## config.mk

```make
export PLATFORM = sky130hd
export DESIGN_NAME = tccs_front
export DESIGN_NICKNAME = d
export VERILOG_FILES = /design/src/sv/text_console_cursor_scroll_macros.svh /design/src/sv/tccs_pkg.sv /design/src/sv/tccs_front.sv
export SDC_FILE = /design/constraint.sdc
export NUM_CORES = 1
export LEC_CHECK = 0
export BUFFER_PORTS_ARGS = -buffer_cell sky130_fd_sc_hd__buf_2
export CAP_MARGIN = 20
export CORE_UTILIZATION = 24
export DETAILED_ROUTE_END_ITERATION = 7
export PLACE_DENSITY = 0.82
export SYNTH_ARGS = -nofsm -noshare
export SYNTH_HDL_FRONTEND = slang
export SYNTH_SLANG_ARGS = --single-unit
export TNS_END_PERCENT = 5
```

## constraint.sdc

```tcl
create_clock -name vclk -period 1.3
set_clock_uncertainty 0.2 [all_clocks]
set_input_delay 0.26 -clock vclk [all_inputs]
set_output_delay 0.26 -clock vclk [all_outputs]
set_load 0.01 [all_outputs]
```

## src/sv/text_console_cursor_scroll_macros.svh

```systemverilog
// Assertion macros shared by the text console RTL.
// Expects aclk and aresetn to be visible in the module that uses them.
`ifndef TEXT_CONSOLE_CURSOR_SCROLL_MACROS_SVH
`define TEXT_CONSOLE_CURSOR_SCROLL_MACROS_SVH

// Same-cycle implication, disabled while reset is asserted.
`define TCCS_ASSERT_IMPL(label, ante, cons) \
    label: assert property (@(posedge aclk) disable iff (!aresetn) (ante) |-> (cons)) \
        else $error("text console check failed");

// Next-cycle implication, disabled while reset is asserted.
`define TCCS_ASSERT_NEXT(label, ante, cons) \
    label: assert property (@(posedge aclk) disable iff (!aresetn) (ante) |=> (cons)) \
        else $error("text console check failed");

`endif

```

## src/sv/tccs_pkg.sv

```systemverilog
// Shared types and constants for the text console with cursor and scrolling.
// No dependencies; every other RTL file imports this package.
package tccs_pkg;

    localparam int COLUMNS     = 80;
    localparam int ROWS        = 25;
    localparam int TAB_STOP    = 8;   // must stay a power of two
    localparam int CELL_COUNT  = COLUMNS * ROWS;
    localparam int SCROLL_LAST = CELL_COUNT - COLUMNS;
    localparam int QUEUE_DEPTH = 2;

    localparam int CELL_W  = 11;
    localparam int ROW_W   = 5;
    localparam int COL_W   = 7;
    localparam int DATA_W  = 16;
    localparam int QPTR_W  = (QUEUE_DEPTH > 1) ? $clog2(QUEUE_DEPTH) : 1;
    localparam int QCNT_W  = $clog2(QUEUE_DEPTH + 1);

    localparam logic [DATA_W-1:0] BLANK_CELL = 16'h0F20;

    localparam logic [7:0] CHAR_BS       = 8'h08;
    localparam logic [7:0] CHAR_TAB      = 8'h09;
    localparam logic [7:0] CHAR_LF       = 8'h0A;
    localparam logic [7:0] CHAR_CR       = 8'h0D;
    localparam logic [7:0] CHAR_PRINT_LO = 8'h20;
    localparam logic [7:0] CHAR_PRINT_HI = 8'h7F;

    typedef enum logic [1:0] {
        OP_PUT   = 2'd0,
        OP_CLEAR = 2'd1,
        OP_READ  = 2'd2,
        OP_NONE  = 2'd3
    } opcode_t;

    typedef enum logic [2:0] {
        CMD_PUT,
        CMD_BACKSPACE,
        CMD_TAB,
        CMD_NEWLINE,
        CMD_IGNORE,
        CMD_CLEAR,
        CMD_READ,
        CMD_READ_ZERO
    } cmd_kind_t;

    typedef enum logic [2:0] {
        ST_INIT,
        ST_IDLE,
        ST_READ,
        ST_SCROLL,
        ST_BLANK,
        ST_DONE
    } back_state_t;

    typedef struct packed {
        logic [1:0]        opcode;
        logic [7:0]        char_code;
        logic [3:0]        bg_nibble;
        logic [3:0]        fg_nibble;
        logic [CELL_W-1:0] cell_index;
    } in_item_t;

    typedef struct packed {
        logic [CELL_W-1:0] cursor_location;
        logic [ROW_W-1:0]  cursor_row_out;
        logic [COL_W-1:0]  cursor_column_out;
        logic [DATA_W-1:0] read_data;
    } out_item_t;

    typedef struct packed {
        cmd_kind_t         kind;
        logic [DATA_W-1:0] cell_word;
        logic [CELL_W-1:0] index;
    } cmd_t;

    typedef struct packed {
        logic full;
        logic empty;
    } queue_status_t;

    typedef struct packed {
        logic init_busy;
    } back_status_t;

endpackage

```

## src/sv/tccs_front.sv

```systemverilog
// Front end: accepts input transactions and classifies them into commands.
// Depends on tccs_pkg.
module tccs_front import tccs_pkg::*; (
    input  logic          s_valid,
    output logic          s_ready,
    input  in_item_t      s_data,
    input  queue_status_t q_status,
    input  back_status_t  b_status,
    output logic          push,
    output cmd_t          push_cmd
);

    cmd_kind_t char_kind;

    assign s_ready = !q_status.full && !b_status.init_busy;
    assign push    = s_valid && s_ready;

    always_comb begin
        priority if (s_data.char_code == CHAR_BS) begin
            char_kind = CMD_BACKSPACE;
        end else if (s_data.char_code == CHAR_TAB) begin
            char_kind = CMD_TAB;
        end else if (s_data.char_code == CHAR_CR || s_data.char_code == CHAR_LF) begin
            char_kind = CMD_NEWLINE;
        end else if (s_data.char_code >= CHAR_PRINT_LO && s_data.char_code <= CHAR_PRINT_HI) begin
            char_kind = CMD_PUT;
        end else begin
            char_kind = CMD_IGNORE;
        end
    end

    always_comb begin
        push_cmd.cell_word = {s_data.bg_nibble, s_data.fg_nibble, s_data.char_code};
        push_cmd.index     = s_data.cell_index;
        unique case (s_data.opcode)
            OP_PUT:   push_cmd.kind = char_kind;
            OP_CLEAR: push_cmd.kind = CMD_CLEAR;
            OP_READ: begin
                // Addresses past the last cell read back as zero.
                if (int'(s_data.cell_index) < CELL_COUNT) begin
                    push_cmd.kind = CMD_READ;
                end else begin
                    push_cmd.kind = CMD_READ_ZERO;
                end
            end
            OP_NONE:  push_cmd.kind = CMD_IGNORE;
            default:  push_cmd.kind = CMD_IGNORE;
        endcase
    end

endmodule

```

==> flow_summary.json <==
{
  "ir_drop_mv": 0.0761,
  "die_width_um": 38.7,
  "grt_pass1_wl_mm": 1.08,
  "syn2layout_area_growth_pct": 31.0,
  "power.density_cell_area_nw_per_um2": 308,
  "synth_top_cell_by_area": "buf_4",
  "layoutNonFillerInstCount": 75,
  "vias": 329,
  "cts_setup_buffers": 0,
  "layout_common_cells": "32 x buf_2, 7 x buf_6, 6 x nor2_1",
  "die_h_um": 38.7,
  "initial_utilization_pct": 27.6,
  "criticalPathCategory": "input pin to output pin",
  "synth_simple_gate_area_share_pct": 22.9,
  "dp_cells": 75,
  "clkbuf_count": 0,
  "worstHoldPathType": "input pin to output pin",
  "syn_area_per_cell_sq_um": 6.87,
  "setup_viol": 3,
  "fin_crit_sh_pct": 130,
  "synth_cell_type_count": 15,
  "final_util_pct": 36.1,
  "viasPerCell": 4.39,
  "synth_compound_gate_area_share_pct": 13.2,
  "dr.pass1.iters": 2,
  "synth_cells": 47,
  "min_period_ns": 1.70,
  "fin_ws_ns": -0.396,
  "synth_top_area_share_pct": 62.8,
  "tightest_slew_ns": 0.261,
  "hold_violations": 0,
  "gp_congestion": 0.581,
  "synthMuxAreaShare_pct": 0,
  "fin_setup_tns_ns": -0.877,
  "synth_area_sq_um": 323,
  "wl_per_cell_um": 11.2,
  "place_area_sq_um": 357,
  "fillers": 129,
  "row_count": 12,
  "ys_seq_area_share_pct": 0,
  "outcome": "complete, but fails checks",
  "antenna_left": 0,
  "p_leak_nw": 0.238,
  "drt-total-wl_um": 842,
  "max_cap_violations": 0,
  "antenna_found_initial": 0,
  "dieArea_sq_um": 1500,
  "portBuffers": 40,
  "rsz0062_at_grt": "yes",
  "relSlewSlack_pct": 82.4,
  "synth_area_leaders": "buf_4 63%, nor2_1 7.0%, o211ai_1 4.7%, o211a_1 3.1%, or4b_1 3.1%",
  "seq_cell_count": 0,
  "violations": "setup timing",
  "worst_setup_path_start_kind": "input pin",
  "seq_area_sq_um": 0,
  "synthAdderAreaFrac_pct": 0,
  "drt_iter0_markers": 1,
  "num-nets-final": 96,
  "grtUsageTotal_pct": 9.94,
  "worstPathMaxFanout": 2,
  "crit_path_end_kind": "output pin",
  "cp.arrival_ns": 1.24,
  "max_freq_mhz": 589,
  "layout_commonest_cell": "buf_2",
  "slew_viol_final": 0,
  "dp_hpwl_um": 695,
  "antenna_cells": 0,
  "synth_top_family_by_area": "buffers and inverters",
  "coreArea_sq_um": 1170,
  "final_area_sq_um": 423,
  "io-pin-count": 65,
  "grt_pass1_vias": 281,
  "yosysWarnings": 0,
  "synth-xor-area-share_pct": 0,
  "cp_data_required_time_ns": 0.84,
  "drive_gt1_share_pct": 72.1,
  "multi_input_area_sq_um": 140,
  "grt_max_degree": 6,
  "drc_errors": 0,
  "syn-num-nets": 80,
  "grt_overflow": 0
}
-- critical path: stages --
cell,delay (ns)
buf_6,0.07
nand4_1,0.10
or4b_4,0.49
a22oi_2,0.16
buf_2,0.16
-- path summary, 6_finish.rpt --
check	startpoint	end	slack, ns	cells after the start
hold / removal	s_data[12]	push_cmd[20]	0.32	0
setup / recovery	s_data[8]	push_cmd[27]	-0.40	5
-- kinds of logic after synthesis --
group | count (synthesis)
compound gates | 6
buf+inv | 28
simple gates | 13
-- synth_stat cells --
cell type / n
a22oi_1: 1
nor2_1: 6
o211ai_1: 2
nor4_1: 1
o211a_1: 1
nor3b_1: 1
a21oi_1: 1
or4b_1: 1
nor2b_1: 1
buf_4: 27
inv_1: 1
nand4_1: 1
and3b_1: 1
o21ai_0: 1
and2_1: 1
-- metrics by stage --
stage / hold slack [ns] / setup slack (ns) / power [W]
after floorplan: 0.364 / -0.178 / 0.000107
after global placement: 0.320 / -0.377 / 0.000108
after detailed placement: 0.320 / -0.392 / 0.000110
after CTS: 0.320 / -0.375 / 0.000125
after global routing: 0.320 / -0.434 / 0.000142
final: 0.320 / -0.396 / 0.000130
-- what timing repair did --
item / 4_1_cts / 5_1_grt
endpoints found under the setup margin: 3 / 3
hold buffers: 0 / 0
pin swaps: 1 / 4
resized for setup: 8 / 6
-- routing by layer --
| layer | track usage, % | routed length [um] |
|---|---|---|
| met5 | 0 | 0 |
| met4 | 0.862 | 0 |
| met3 | 1.16 | 104 |
| met2 | 22.1 | 485 |
| met1 | 9.46 | 253 |
-- final cells by class --
type,instances,share of cell area [%]
timing repair buffer,41,61.8
tap,14,4.14
multi-input combinational,19,33.1
inverter,1,0.888
-- report_power, final --
part	switching, W	leakage [nW]	internal, W
Combinational	0.0000588	0.238	0.0000715
Clock	0	0	0
Sequential	0	0	0
Note: power is estimated with default switching activity, not from simulation.
