===== src/sv/text_console_cursor_scroll_macros.svh =====
// Assertion macros shared by the text console RTL.
// Expects aclk and aresetn to be visible in the module that uses them.
`ifndef TEXT_CONSOLE_CURSOR_SCROLL_MACROS_SVH
`define TEXT_CONSOLE_CURSOR_SCROLL_MACROS_SVH

// Same-cycle implication, disabled while reset is asserted.
`define TCCS_ASSERT_IMPL(label, ante, cons) \
    label: assert property (@(posedge aclk) disable iff (!aresetn) (ante) |-> (cons)) \
        else $error("text console check failed");

// Next-cycle implication, disabled while reset is asserted.
`define TCCS_ASSERT_NEXT(label, ante, cons) \
    label: assert property (@(posedge aclk) disable iff (!aresetn) (ante) |=> (cons)) \
        else $error("text console check failed");

`endif


===== src/sv/tccs_pkg.sv =====
// Shared types and constants for the text console with cursor and scrolling.
// No dependencies; every other RTL file imports this package.
package tccs_pkg;

    localparam int COLUMNS     = 80;
    localparam int ROWS        = 25;
    localparam int TAB_STOP    = 8;   // must stay a power of two
    localparam int CELL_COUNT  = COLUMNS * ROWS;
    localparam int SCROLL_LAST = CELL_COUNT - COLUMNS;
    localparam int QUEUE_DEPTH = 2;

    localparam int CELL_W  = 11;
    localparam int ROW_W   = 5;
    localparam int COL_W   = 7;
    localparam int DATA_W  = 16;
    localparam int QPTR_W  = (QUEUE_DEPTH > 1) ? $clog2(QUEUE_DEPTH) : 1;
    localparam int QCNT_W  = $clog2(QUEUE_DEPTH + 1);

    localparam logic [DATA_W-1:0] BLANK_CELL = 16'h0F20;

    localparam logic [7:0] CHAR_BS       = 8'h08;
    localparam logic [7:0] CHAR_TAB      = 8'h09;
    localparam logic [7:0] CHAR_LF       = 8'h0A;
    localparam logic [7:0] CHAR_CR       = 8'h0D;
    localparam logic [7:0] CHAR_PRINT_LO = 8'h20;
    localparam logic [7:0] CHAR_PRINT_HI = 8'h7F;

    typedef enum logic [1:0] {
        OP_PUT   = 2'd0,
        OP_CLEAR = 2'd1,
        OP_READ  = 2'd2,
        OP_NONE  = 2'd3
    } opcode_t;

    typedef enum logic [2:0] {
        CMD_PUT,
        CMD_BACKSPACE,
        CMD_TAB,
        CMD_NEWLINE,
        CMD_IGNORE,
        CMD_CLEAR,
        CMD_READ,
        CMD_READ_ZERO
    } cmd_kind_t;

    typedef enum logic [2:0] {
        ST_INIT,
        ST_IDLE,
        ST_READ,
        ST_SCROLL,
        ST_BLANK,
        ST_DONE
    } back_state_t;

    typedef struct packed {
        logic [1:0]        opcode;
        logic [7:0]        char_code;
        logic [3:0]        bg_nibble;
        logic [3:0]        fg_nibble;
        logic [CELL_W-1:0] cell_index;
    } in_item_t;

    typedef struct packed {
        logic [CELL_W-1:0] cursor_location;
        logic [ROW_W-1:0]  cursor_row_out;
        logic [COL_W-1:0]  cursor_column_out;
        logic [DATA_W-1:0] read_data;
    } out_item_t;

    typedef struct packed {
        cmd_kind_t         kind;
        logic [DATA_W-1:0] cell_word;
        logic [CELL_W-1:0] index;
    } cmd_t;

    typedef struct packed {
        logic full;
        logic empty;
    } queue_status_t;

    typedef struct packed {
        logic init_busy;
    } back_status_t;

endpackage


===== src/sv/tccs_cmd_queue.sv =====
// Short command queue between the front end and the execution back end.
// Depends on tccs_pkg and the assertion macro header.
`include "text_console_cursor_scroll_macros.svh"

module tccs_cmd_queue import tccs_pkg::*; (
    input  logic          aclk,
    input  logic          aresetn,
    input  logic          push,
    input  cmd_t          push_cmd,
    input  logic          pop,
    output cmd_t          pop_cmd,
    output queue_status_t status
);

    cmd_t              entry_reg [QUEUE_DEPTH];
    logic [QPTR_W-1:0] wr_ptr_reg, wr_ptr_next;
    logic [QPTR_W-1:0] rd_ptr_reg, rd_ptr_next;
    logic [QCNT_W-1:0] count_reg, count_next;

    assign status.full  = (count_reg == QCNT_W'(QUEUE_DEPTH));
    assign status.empty = (count_reg == '0);
    assign pop_cmd      = entry_reg[rd_ptr_reg];

    always_comb begin
        wr_ptr_next = wr_ptr_reg;
        rd_ptr_next = rd_ptr_reg;
        count_next  = count_reg;
        if (push) begin
            wr_ptr_next = (wr_ptr_reg == QPTR_W'(QUEUE_DEPTH - 1)) ? '0 : wr_ptr_reg + 1'b1;
        end
        if (pop) begin
            rd_ptr_next = (rd_ptr_reg == QPTR_W'(QUEUE_DEPTH - 1)) ? '0 : rd_ptr_reg + 1'b1;
        end
        if (push && !pop) begin
            count_next = count_reg + 1'b1;
        end else if (pop && !push) begin
            count_next = count_reg - 1'b1;
        end
    end

    always_ff @(posedge aclk) begin
        if (!aresetn) begin
            wr_ptr_reg <= '0;
            rd_ptr_reg <= '0;
            count_reg  <= '0;
        end else begin
            wr_ptr_reg <= wr_ptr_next;
            rd_ptr_reg <= rd_ptr_next;
            count_reg  <= count_next;
        end
    end

    always_ff @(posedge aclk) begin
        if (push) begin
            entry_reg[wr_ptr_reg] <= push_cmd;
        end
    end

    `TCCS_ASSERT_IMPL(a_no_push_full, push, !status.full)
    `TCCS_ASSERT_IMPL(a_no_pop_empty, pop, !status.empty)
    `TCCS_ASSERT_NEXT(a_count_up, push && !pop, count_reg == $past(count_reg) + 1'b1)
    `TCCS_ASSERT_IMPL(a_count_bound, 1'b1, count_reg <= QCNT_W'(QUEUE_DEPTH))

endmodule


===== config.mk =====
export PLATFORM = sky130hd
export DESIGN_NAME = tccs_cmd_queue
export DESIGN_NICKNAME = d
export VERILOG_FILES = /design/src/sv/tccs_pkg.sv /design/src/sv/tccs_cmd_queue.sv
export VERILOG_INCLUDE_DIRS = /design/src /design/src/sv
export SDC_FILE = /design/constraint.sdc
export NUM_CORES = 1
export LEC_CHECK = 0
export ABC_AREA = 1
export BUFFER_PORTS_ARGS = -buffer_cell sky130_fd_sc_hd__buf_2
export CAP_MARGIN = 20
export CORE_MARGIN = 3
export CORE_UTILIZATION = 40
export CTS_BUF_LIST = sky130_fd_sc_hd__clkbuf_8
export DETAILED_ROUTE_END_ITERATION = 8
export PLACE_DENSITY = 0.66
export SYNTH_ARGS = -nofsm -noshare
export SYNTH_HDL_FRONTEND = slang
export SYNTH_SLANG_ARGS = --single-unit
export TNS_END_PERCENT = 30

===== constraint.sdc =====
create_clock -name aclk -period 2.2 [get_ports aclk]
set_clock_uncertainty 0.1 [all_clocks]
set_input_delay 0 -clock aclk [delete_from_list [all_inputs] [get_ports aclk]]
set_output_delay 0 -clock aclk [all_outputs]
set_load 0.005 [all_outputs]

==> results of run 1 <==
## layout make-up
cell class,count,area (sq um)
flip-flops and latches,65,1900
inverters,8,30.0
repair buffers,101,678
clock buffers,9,124
clock inverters,7,119
well taps,75,93.8
multi-input cells,52,556
fillers,476,2490
## final timing paths
path,to,cells after the start
worst min register to register,flop,2
worst max register to register,entry_reg[1][26]$_DFFE_PP_,3
worst max-delay path,pop_cmd[3],3
worst min-delay path,entry_reg[0][23]$_DFFE_PP_,2
## cells in the mapped netlist
cell type,n,area share
nor2_1,9,0.013
edfxtp_1,60,0.72
dfxtp_1,5,0.040
nand2_1,8,0.012
mux2_4,30,0.18
inv_1,8,0.012
a21oi_1,1,0.0020
nand4_1,1,0.0025
buf_6,3,0.013
ha_1,1,0.0050
nand3_1,1,0.0020
o21ai_0,1,0.0020
## cells by family after synthesis
| kind of cell | after synthesis |
|---|---|
| compound gates | 2 |
| fa+ha+maj | 1 |
| buf+inv | 11 |
| flops | 65 |
| mux | 30 |
| simple gates | 19 |
## layer usage
| layer | GRT usage | share of wire |
|---|---|---|
| met3 | 0.0340 | 0.055 |
| met2 | 0.218 | 0.53 |
| met1 | 0.129 | 0.40 |
| met5 | 0 | 0 |
| met4 | 0.0691 | 0.019 |
## what timing repair did
item	in CTS	in global routing
setup endpoints to repair	0	0
hold endpoints to repair	65	0
hold buffers	33	0
setup buffers	0	0
## worst max-delay path: stages (launching register included)
cell     delay, ns
dfxtp_2       0.31
buf_4         0.45
mux2_4        0.35
buf_2         0.13
## per-stage QoR
step / hold WS, ns / area, sq um / power [uW] / instances / setup WS (ns)
floorplan: -0.00113 / 2510 / 1630 / 128 / 0.0881
global placement: 0.0900 / 2930 / 1740 / 268 / 0.850
detailed placement: 0.0915 / 2930 / 1750 / 268 / 0.835
CTS: 0.280 / 3500 / 2980 / 317 / 0.471
global route: 0.276 / 3500 / 3080 / 317 / 0.438
finish: 0.285 / 3500 / 2950 / 317 / 0.515
## power by group through the flow
stage / Sequential, uW / Combinational [uW] / Clock (uW)
2_1_floorplan: 1470 / 164 / 0
3_3_place_gp: 1470 / 272 / 0
4_1_cts: 1450 / 323 / 1210
3_5_place_dp: 1470 / 277 / 0
5_1_grt: 1450 / 345 / 1280
6_report: 1440 / 316 / 1190
==> metrics.md, run 1 <==
| Metric | Value |
|---|---|
| Outcome | `finished clean` |
| Netlist cell types | `12` |
| # port buffers | `65` |
| Vias per cell | `4.42` |
| Commonest non-fill, non-tap cell in the layout | `buf_2` |
| Die width | `85.3 um` |
| Post-synthesis simple-gate area fraction | `0.0299` |
| Final core occ | `0.585` |
| DRC errors left | `0` |
| Clk_lat worst skew | `0.32 ns` |
| Number of global-route vias before repair | `1390` |
| #FFs+latches synth | `65` |
| Final #Nets | `272` |
| Setup Viol. Count Final | `0` |
| 1st-iter DRT viols | `60` |
| Antenna cells | `0` |
| GRT Resource Usage Total | `0.122` |
| Clock power frac | `0.403` |
| Post-Synthesis Cells | `128` |
| Critical Path RT | `2.10 ns` |
| Leakage | `0.00145 uW` |
| Post-synthesis compound-gate area fraction | `0.00398` |
| DIE AREA | `0.00727 sq mm` |
| Pwr/cell area | `841 mW/mm^2` |
| Root Driver | `clkbuf_8` |
| Slew HR | `0.636` |
| Drt pass-1 iters | `4` |
| Part of the power in combinational logic | `0.107` |
| Mux cell area share after synthesis | `0.179` |
| Clock Path Buffers | `2` |
| IO Count | `66` |
| Clk sink count | `65` |
| Gates resized, CTS repair | `0` |
| Switching Fraction | `0.198` |
| Layout cell share with drive strength beyond 1 | `0.479` |
| Detail Route Antenna Nets | `0` |
| WL final | `4.25 mm` |
| Synthesized area | `0.00251 sq mm` |
| Syn Nets | `163` |
| Max Fanout on Critical Path | `30` |
| Gr ovfl total | `0` |
| Max-slew violation count | `0` |
| Final Hold Fails | `0` |
| RR Startpoint | `wr_ptr_reg$_SDFFE_PN0P_` |
| Via count | `1400` |
| CTS H-Tree Depth | `3` |
| Crit path time final | `1.69 ns` |
| Core area | `0.00599 sq mm` |
| TritonCTS Buffers | `9` |
| Post-DP HPWL | `2.67 mm` |
| Initial core utilization | `0.420` |
| Reg2reg setup slack | `0.88 ns` |
| CTS tree | `yes` |
| RSZ-0062 raised after global routing | `no` |
| Post-Syn Area per Cell | `19.6 sq um` |
| Sequential power share | `0.490` |
| VDD IR-drop max | `0.555 mV` |
| CP Data Arrival Time | `1.59 ns` |
| Initial antenna violation count | `0` |
| Least-Margin Pin Slew | `0.547 ns` |
| Worst setup SP type | `flop` |
| Row count | `28` |
| Largest family of logic cells by synthesized area | `multiplexers` |
| Clk pin slew, worst setup/hold paths | `0.07 ns` |
| Wire per inst | `13.4 um` |
| Gp weighted congestion | `0.654` |
| Post-Synth Adder-Cell Area | `0.00498` |
| Setup crit end kind | `output port` |
| Die Ht | `85.3 um` |
| Setup TNS | `0 ns` |
| Synth-to-layout area growth | `39.4%` |
| Max FFs per register | `60` |
| YS warnings | `0` |
| Crit path kind | `reg2out` |
| Most frequent cells in the layout | `buf_2, edfxtp_1, dlygate4sd3_1` |
| Hold crit path type | `in2reg` |
| Int Pwr | `2360 uW` |
| Register area share after synthesis | `0.757` |
| MaxCap Viol Count | `0` |
| Fmax | `593 MHz` |
| First-pass GRT wire length | `6.57 mm` |
| Min-delay src | `push_cmd[23]` |
| Synth Area in XOR/XNOR | `0` |
| Final Cycle Share | `0.766` |
| Net Switching | `583 uW` |
| Largest net degree at the start of global routing | `31` |
No activity file was read; power rests on OpenSTA's default activity.
==> inputs of run 2 (changes only) <==
Clock period 2.2 ns to 1.4 ns, I/O delays scaled along.
==> metrics.md, run 2 (synthesis results as in run 1) <==
| Metric | Value |
|---|---|
| Outcome | `complete, but fails checks` |
| Failing checks | `negative setup slack` |
| Leakage | `0.00152 uW (+5.0%)` |
| Via count | `1435 (+2.5%)` |
| # port buffers | `65 (unchanged)` |
| Critical Path RT | `1.30 ns (-0.80 ns)` |
| 1st-iter DRT viols | `31 (-48%)` |
| Clk sink count | `65 (unchanged)` |
| Hold crit path type | `in2reg` |
| Layout cell share with drive strength beyond 1 | `0.475 (-0.00393)` |
| Largest net degree at the start of global routing | `17 (-45%)` |
| Part of the power in combinational logic | `0.155 (+0.048)` |
| Row count | `28 (unchanged)` |
| Met2 routed wirelength | `2.43 mm (+8.7%)` |
| CP Data Arrival Time | `1.32 ns (-0.27 ns)` |
| Vias per cell | `4.50 (+1.9%)` |
| Fillers | `453 (-4.8%)` |
| Max Fanout on Critical Path | `16 (-47%)` |
| Synth-to-layout area growth | `47.2%` |
| Die width | `85.3 um (unchanged)` |
| Number of global-route vias before repair | `1547 (+11%)` |
| RSZ-0062 raised after global routing | `yes` |
| Setup crit end kind | `output port` |
| Gp weighted congestion | `0.668 (+2.1%)` |
| Final Cycle Share | `1.01` |
| Clock Path Buffers | `2 (unchanged)` |
| Root Driver | `clkbuf_8` |
| Worst setup margin | `-0.0207 ns (-0.535 ns)` |
| Drt pass-1 iters | `4 (unchanged)` |
| Core area | `0.00599 sq mm (unchanged)` |
| TritonCTS Buffers | `9 (unchanged)` |
| IO Count | `66 (unchanged)` |
| Net Switching | `894 uW (+53%)` |
| Setup Viol. Count Final | `25 (+25)` |
| VDD IR-drop max | `0.510 mV (-8.1%)` |
| Die Ht | `85.3 um (unchanged)` |
| Initial antenna violation count | `0 (unchanged)` |
| WL final | `4.41 mm (+3.8%)` |
| Commonest non-fill, non-tap cell in the layout | `edfxtp_1` |
| DRC errors left | `0 (unchanged)` |
| Max FFs per register | `60 (unchanged)` |
| Clock power frac | `0.297 (-0.106)` |
| Detail Route Antenna Nets | `0 (unchanged)` |
| Place WS | `0.185 ns (-0.649 ns)` |
| Pwr/cell area | `1120 mW/mm^2 (+33%)` |
| Initial core utilization | `0.420 (unchanged)` |
| Most frequent cells in the layout | `edfxtp_1, buf_2, dlygate4sd3_1` |
| Worst setup SP type | `flop` |
| Clk pin slew, worst setup/hold paths | `0.07 ns (about the same)` |
| CTS H-Tree Depth | `3 (unchanged)` |
| DIE AREA | `0.00727 sq mm (unchanged)` |
| MaxCap Viol Count | `0 (unchanged)` |
| Crit path time final | `1.42 ns` |
| Setup TNS | `-0.245 ns (-0.245 ns)` |
| Max-slew violation count | `0 (unchanged)` |
| Tot Pwr | `4150 uW (+41%)` |
| Slew HR | `0.864 (+0.228)` |
| Final #Nets | `275 (+1.1%)` |
| Crit path kind | `reg2out` |
| Final core occ | `0.618 (+0.0328)` |
| Antenna cells | `0 (unchanged)` |
| Switching Fraction | `0.215 (+0.0172)` |
| First-pass GRT wire length | `7.43 mm (+13%)` |
| Fmax | `704 MHz` |
| Clk_lat worst skew | `0.33 ns (about the same)` |
| Int Pwr | `3260 uW (+38%)` |
| Sequential power share | `0.547 (+0.057)` |
| Wl on met1 | `1.70 mm (+0.18%)` |
| # Post-CTS Setup Buffers | `0 (unchanged)` |
| Wire per inst | `13.8 um (+3.1%)` |
| Final Hold Fails | `0 (unchanged)` |
| Max Used Layer | `met4` |
| CTS tree | `yes` |
| Gr ovfl total | `0 (unchanged)` |
| Least-Margin Pin Slew | `0.204 ns (-0.343 ns)` |
| GRT Resource Usage Total | `0.137 (+0.0147)` |
| Metal3 WL | `195 um (-16%)` |
==> run 2: what timing repair did <==
item,in CTS,in global routing
hold endpoints to repair,65,0
hold buffers,33,0
setup endpoints to repair,30,30
gates resized for setup,30,1
pin swaps,0,0
==> run 2: final cells by class <==
type | instances | area (sq um) | area share
timing repair buffer | 104 | 963 | 0.260
inverter | 8 | 30.0 | 0.00812
clock buffer | 9 | 124 | 0.0335
multi-input combinational | 52 | 556 | 0.150
sequential | 65 | 1910 | 0.515
clock inverter | 6 | 27.5 | 0.00744
tap | 75 | 93.8 | 0.0254
==> run 2: power by group through the flow <==
| stage | clock [uW] | combinational [uW] | sequential (uW) |
|---|---|---|---|
| 5_1_grt | 1370 | 698 | 2280 |
| 4_1_cts | 1270 | 654 | 2270 |
| 2_1_floorplan | 0 | 261 | 2310 |
| 3_3_place_gp | 0 | 473 | 2310 |
| 3_5_place_dp | 0 | 480 | 2320 |
| 6_report | 1240 | 646 | 2270 |
==> run 2: layer usage <==
| metal | up-vias | track usage |
|---|---|---|
| li1 | 698 | - |
| met1 | 691 | 0.153 |
| met2 | 37 | 0.233 |
| met3 | 9 | 0.0417 |
| met4 | 0 | 0.0748 |
| met5 | - | 0 |
==> run 2: worst paths after layout <==
path	from	to	depth (start not counted)	slack, ns
setup / recovery	flop	pop_cmd[2]	3	-0.02
hold / removal	push_cmd[9]	entry_reg[1][9]$_DFFE_PP_	2	0.30
hold reg to reg	rd_ptr_reg$_SDFFE_PN0P_	rd_ptr_reg$_SDFFE_PN0P_	2	0.41
setup reg to reg	wr_ptr_reg$_SDFFE_PN0P_	entry_reg[1][23]$_DFFE_PP_	3	0.18
==> run 2: metrics by stage <==
| step | cell area [sq um] | instances | hold slack [ns] |
|---|---|---|---|
| global placement | 3030 | 271 | 0.0890 |
| floorplan | 2520 | 128 | -0.00113 |
| global route | 3700 | 319 | 0.289 |
| detailed placement | 3030 | 271 | 0.0918 |
| CTS | 3690 | 319 | 0.284 |
| finish | 3700 | 319 | 0.295 |
==> run 2: worst max-delay path, cell delays in order (launching register included) <==
cell and delay (ns):
dfxtp_4 0.37, buf_12 0.17, mux2_4 0.32, buf_6 0.12
==> inputs of run 3 (changes only) <==
Settings changed: GPL_TIMING_DRIVEN set to 0.
==> metrics.md, run 3 (synthesis results as in run 1) <==
| Metric | Value |
|---|---|
| Outcome | `complete, but fails checks` |
| Failing checks | `negative setup slack` |
| Leakage | `0.00146 uW (-4.1%)` |
| VDD IR-drop max | `0.948 mV (+86%)` |
| Net Switching | `886 uW (-0.92%)` |
| Hold crit path type | `in2reg` |
| 1st-iter DRT viols | `35 (+13%)` |
| Critical Path RT | `1.30 ns (about the same)` |
| Die Ht | `85.3 um (unchanged)` |
| Final Hold Fails | `0 (unchanged)` |
| Max Fanout on Critical Path | `10 (-6)` |
| Least-Margin Pin Slew | `0.474 ns (+0.270 ns)` |
| Commonest non-fill, non-tap cell in the layout | `buf_2` |
| Place WS | `-0.258 ns (-0.443 ns)` |
| GRT Resource Usage Total | `0.128 (-0.00909)` |
| CP bufs+invs | `2 (unchanged)` |
| Row count | `28 (unchanged)` |
| Final #Nets | `276 (+0.36%)` |
| Drt pass-1 iters | `4 (unchanged)` |
| Layout cell share with drive strength beyond 1 | `0.480 (+0.00426)` |
| Setup crit end kind | `output port` |
| Worst setup margin | `-0.0237 ns (-0.00304 ns)` |
| Fmax | `702 MHz (-0.21%)` |
| Tot Pwr | `4230 uW (+1.9%)` |
| Capturing point of the worst reg2reg path | `wr_ptr_reg$_SDFFE_PN0P_` |
| First-pass GRT wire length | `6.92 mm (-6.9%)` |
| Synth-to-layout area growth | `40.4%` |
| TritonCTS Buffers | `9 (unchanged)` |
| Worst-path cell chain | `buf_6 -> mux2_4 -> buf_2` |
| Clock Path Buffers | `2 (unchanged)` |
| Slowest CP cell | `dfxtp_2` |
| Number of global-route vias before repair | `1481 (-4.3%)` |
| CTS tree | `yes` |
| Vias per cell | `4.45 (-1.1%)` |
| Cell Area, Placed | `0.00297 sq mm (-2.0%)` |
| DIE AREA | `0.00727 sq mm (unchanged)` |
| Worst setup SP type | `flop` |
| Final core occ | `0.589 (-0.0284)` |
| Int Pwr | `3350 uW (+2.7%)` |
| Die width | `85.3 um (unchanged)` |
| Gr ovfl total | `0 (unchanged)` |
| Max FFs per register | `60 (unchanged)` |
| Sequential power share | `0.538 (-0.009)` |
| Largest net degree at the start of global routing | `31 (+14)` |
| CP Capture Point | `pop_cmd[4]` |
| Final Cycle Share | `1.02 (+0.00217)` |
| Setup Viol. Count Final | `30 (+20%)` |
| Crit path time final | `1.42 ns (+0.00304 ns)` |
| Root Driver | `clkbuf_8` |
| Initial antenna violation count | `0 (unchanged)` |
| IO Count | `66 (unchanged)` |
| Slew HR | `0.683 (-0.181)` |
| CTS H-Tree Depth | `3 (unchanged)` |
| CP top delay family | `flip-flops` |
| Fin area | `0.00353 sq mm (-4.6%)` |
| MaxCap Viol Count | `0 (unchanged)` |
| # port buffers | `65 (unchanged)` |
| Max-slew violation count | `0 (unchanged)` |
| Clk_lat worst skew | `0.33 ns (about the same)` |
| Switching Fraction | `0.209 (-0.00594)` |
| Wire per inst | `13.8 um (-0.44%)` |
| CP Data Arrival Time | `1.32 ns (about the same)` |
| Critical path depth | `3 (unchanged)` |
| Part of the power in combinational logic | `0.124 (-0.031)` |
| Most frequent cells in the layout | `buf_2, edfxtp_1, dlygate4sd3_1` |
| Core area | `0.00599 sq mm (unchanged)` |
| Clock power frac | `0.338 (+0.041)` |
| Initial core utilization | `0.420 (unchanged)` |
| Crit path kind | `reg2out` |
| Post-DP HPWL | `2.66 mm` |
| RR Startpoint | `wr_ptr_reg$_SDFFE_PN0P_` |
| Antenna cells | `0 (unchanged)` |
| Reg2reg setup slack | `0.08 ns (-0.10 ns)` |
| DRC errors left | `0 (unchanged)` |
| Clk sink count | `65 (unchanged)` |
| Pwr/cell area | `1200 mW/mm^2 (+6.8%)` |
| R2R depth | `4 (+1)` |
| Via count | `1428 (-0.49%)` |
| Setup TNS | `-0.439 ns (-0.195 ns)` |
| WL final | `4.42 mm (+0.18%)` |
| RSZ-0062 raised after global routing | `yes` |
| Clk pin slew, worst setup/hold paths | `0.07 ns (about the same)` |
| Gp weighted congestion | `0.698 (+4.5%)` |
| Max stage delay on crit path | `0.36 ns (about the same)` |
| Detail Route Antenna Nets | `0 (unchanged)` |
[run 3: cell count changes in the layout (fill, tap and decap cells not counted), sizes merged]
cell / before / now
clkinv: 5 / 3
clkinvlp: 0 / 1
bufinv: 0 / 1
buf: 71 / 70
dlygate4sd3: 33 / 34
nor2: 9 / 10
inv: 9 / 10
[run 3: metrics by stage]
step / cells / hold slack, ns
floorplan: 128 / -0.00113
global placement: 268 / 0.0883
detailed placement: 269 / 0.0911
CTS: 320 / 0.143
global route: 321 / 0.167
finish: 321 / 0.171
[run 3: power groups by stage]
stage          registers (uW)  logic [uW]  clock network, uW
2_1_floorplan            2310         261                  0
6_report                 2280         526               1430
4_1_cts                  2270         532               1480
3_5_place_dp             2320         447                  0
5_1_grt                  2290         578               1580
3_3_place_gp             2310         432                  0
[run 3: worst min-delay path by stage]
stage,startpoint,end,slack [ns],cells past startpoint
6_report,push,entry_reg[1][16]$_DFFE_PP_,0.17,4
3_3_place_gp,push_cmd[17],entry_reg[0][17]$_DFFE_PP_,0.09,1
2_1_floorplan,push_cmd[0],entry_reg[0][0]$_DFFE_PP_,-0.001,0
3_5_place_dp,push_cmd[16],entry_reg[1][16]$_DFFE_PP_,0.09,1
5_1_grt,push,entry_reg[1][16]$_DFFE_PP_,0.17,4
4_1_cts,push,entry_reg[0][18]$_DFFE_PP_,0.14,3
[run 3: final cells by class]
class                   instances  area (sq um)
plain buffers                   3          33.8
flip-flops and latches         65          1910
well taps                      75          93.8
clock buffers                   9           124
multi-input cells              53           569
repair buffers                101           713
inverters                       8          33.8
fillers                       485          2460
clock inverters                 7          55.1
[run 3: tightest hold or removal path, delay by kind of cell]
family | cells | cell delay [ns]
buffers and inverters | 3 | 0.39
AND/OR/NAND/NOR | 1 | 0.07
[run 3: timing repair]
item                                    in CTS  in global routing
gates resized for setup                      3                  3
hold buffers                                34                  0
pin swaps                                    1                  0
endpoints found under the setup margin      90                 60
hold endpoints to repair                    65                  0
setup buffers                                1                  0
gates cloned                                 0                  1
[run 3: routing by layer]
layer,track usage,wire length (um)
met1,0.142,1730
met2,0.216,2400
met3,0.0447,197
met4,0.0647,83
met5,0,0
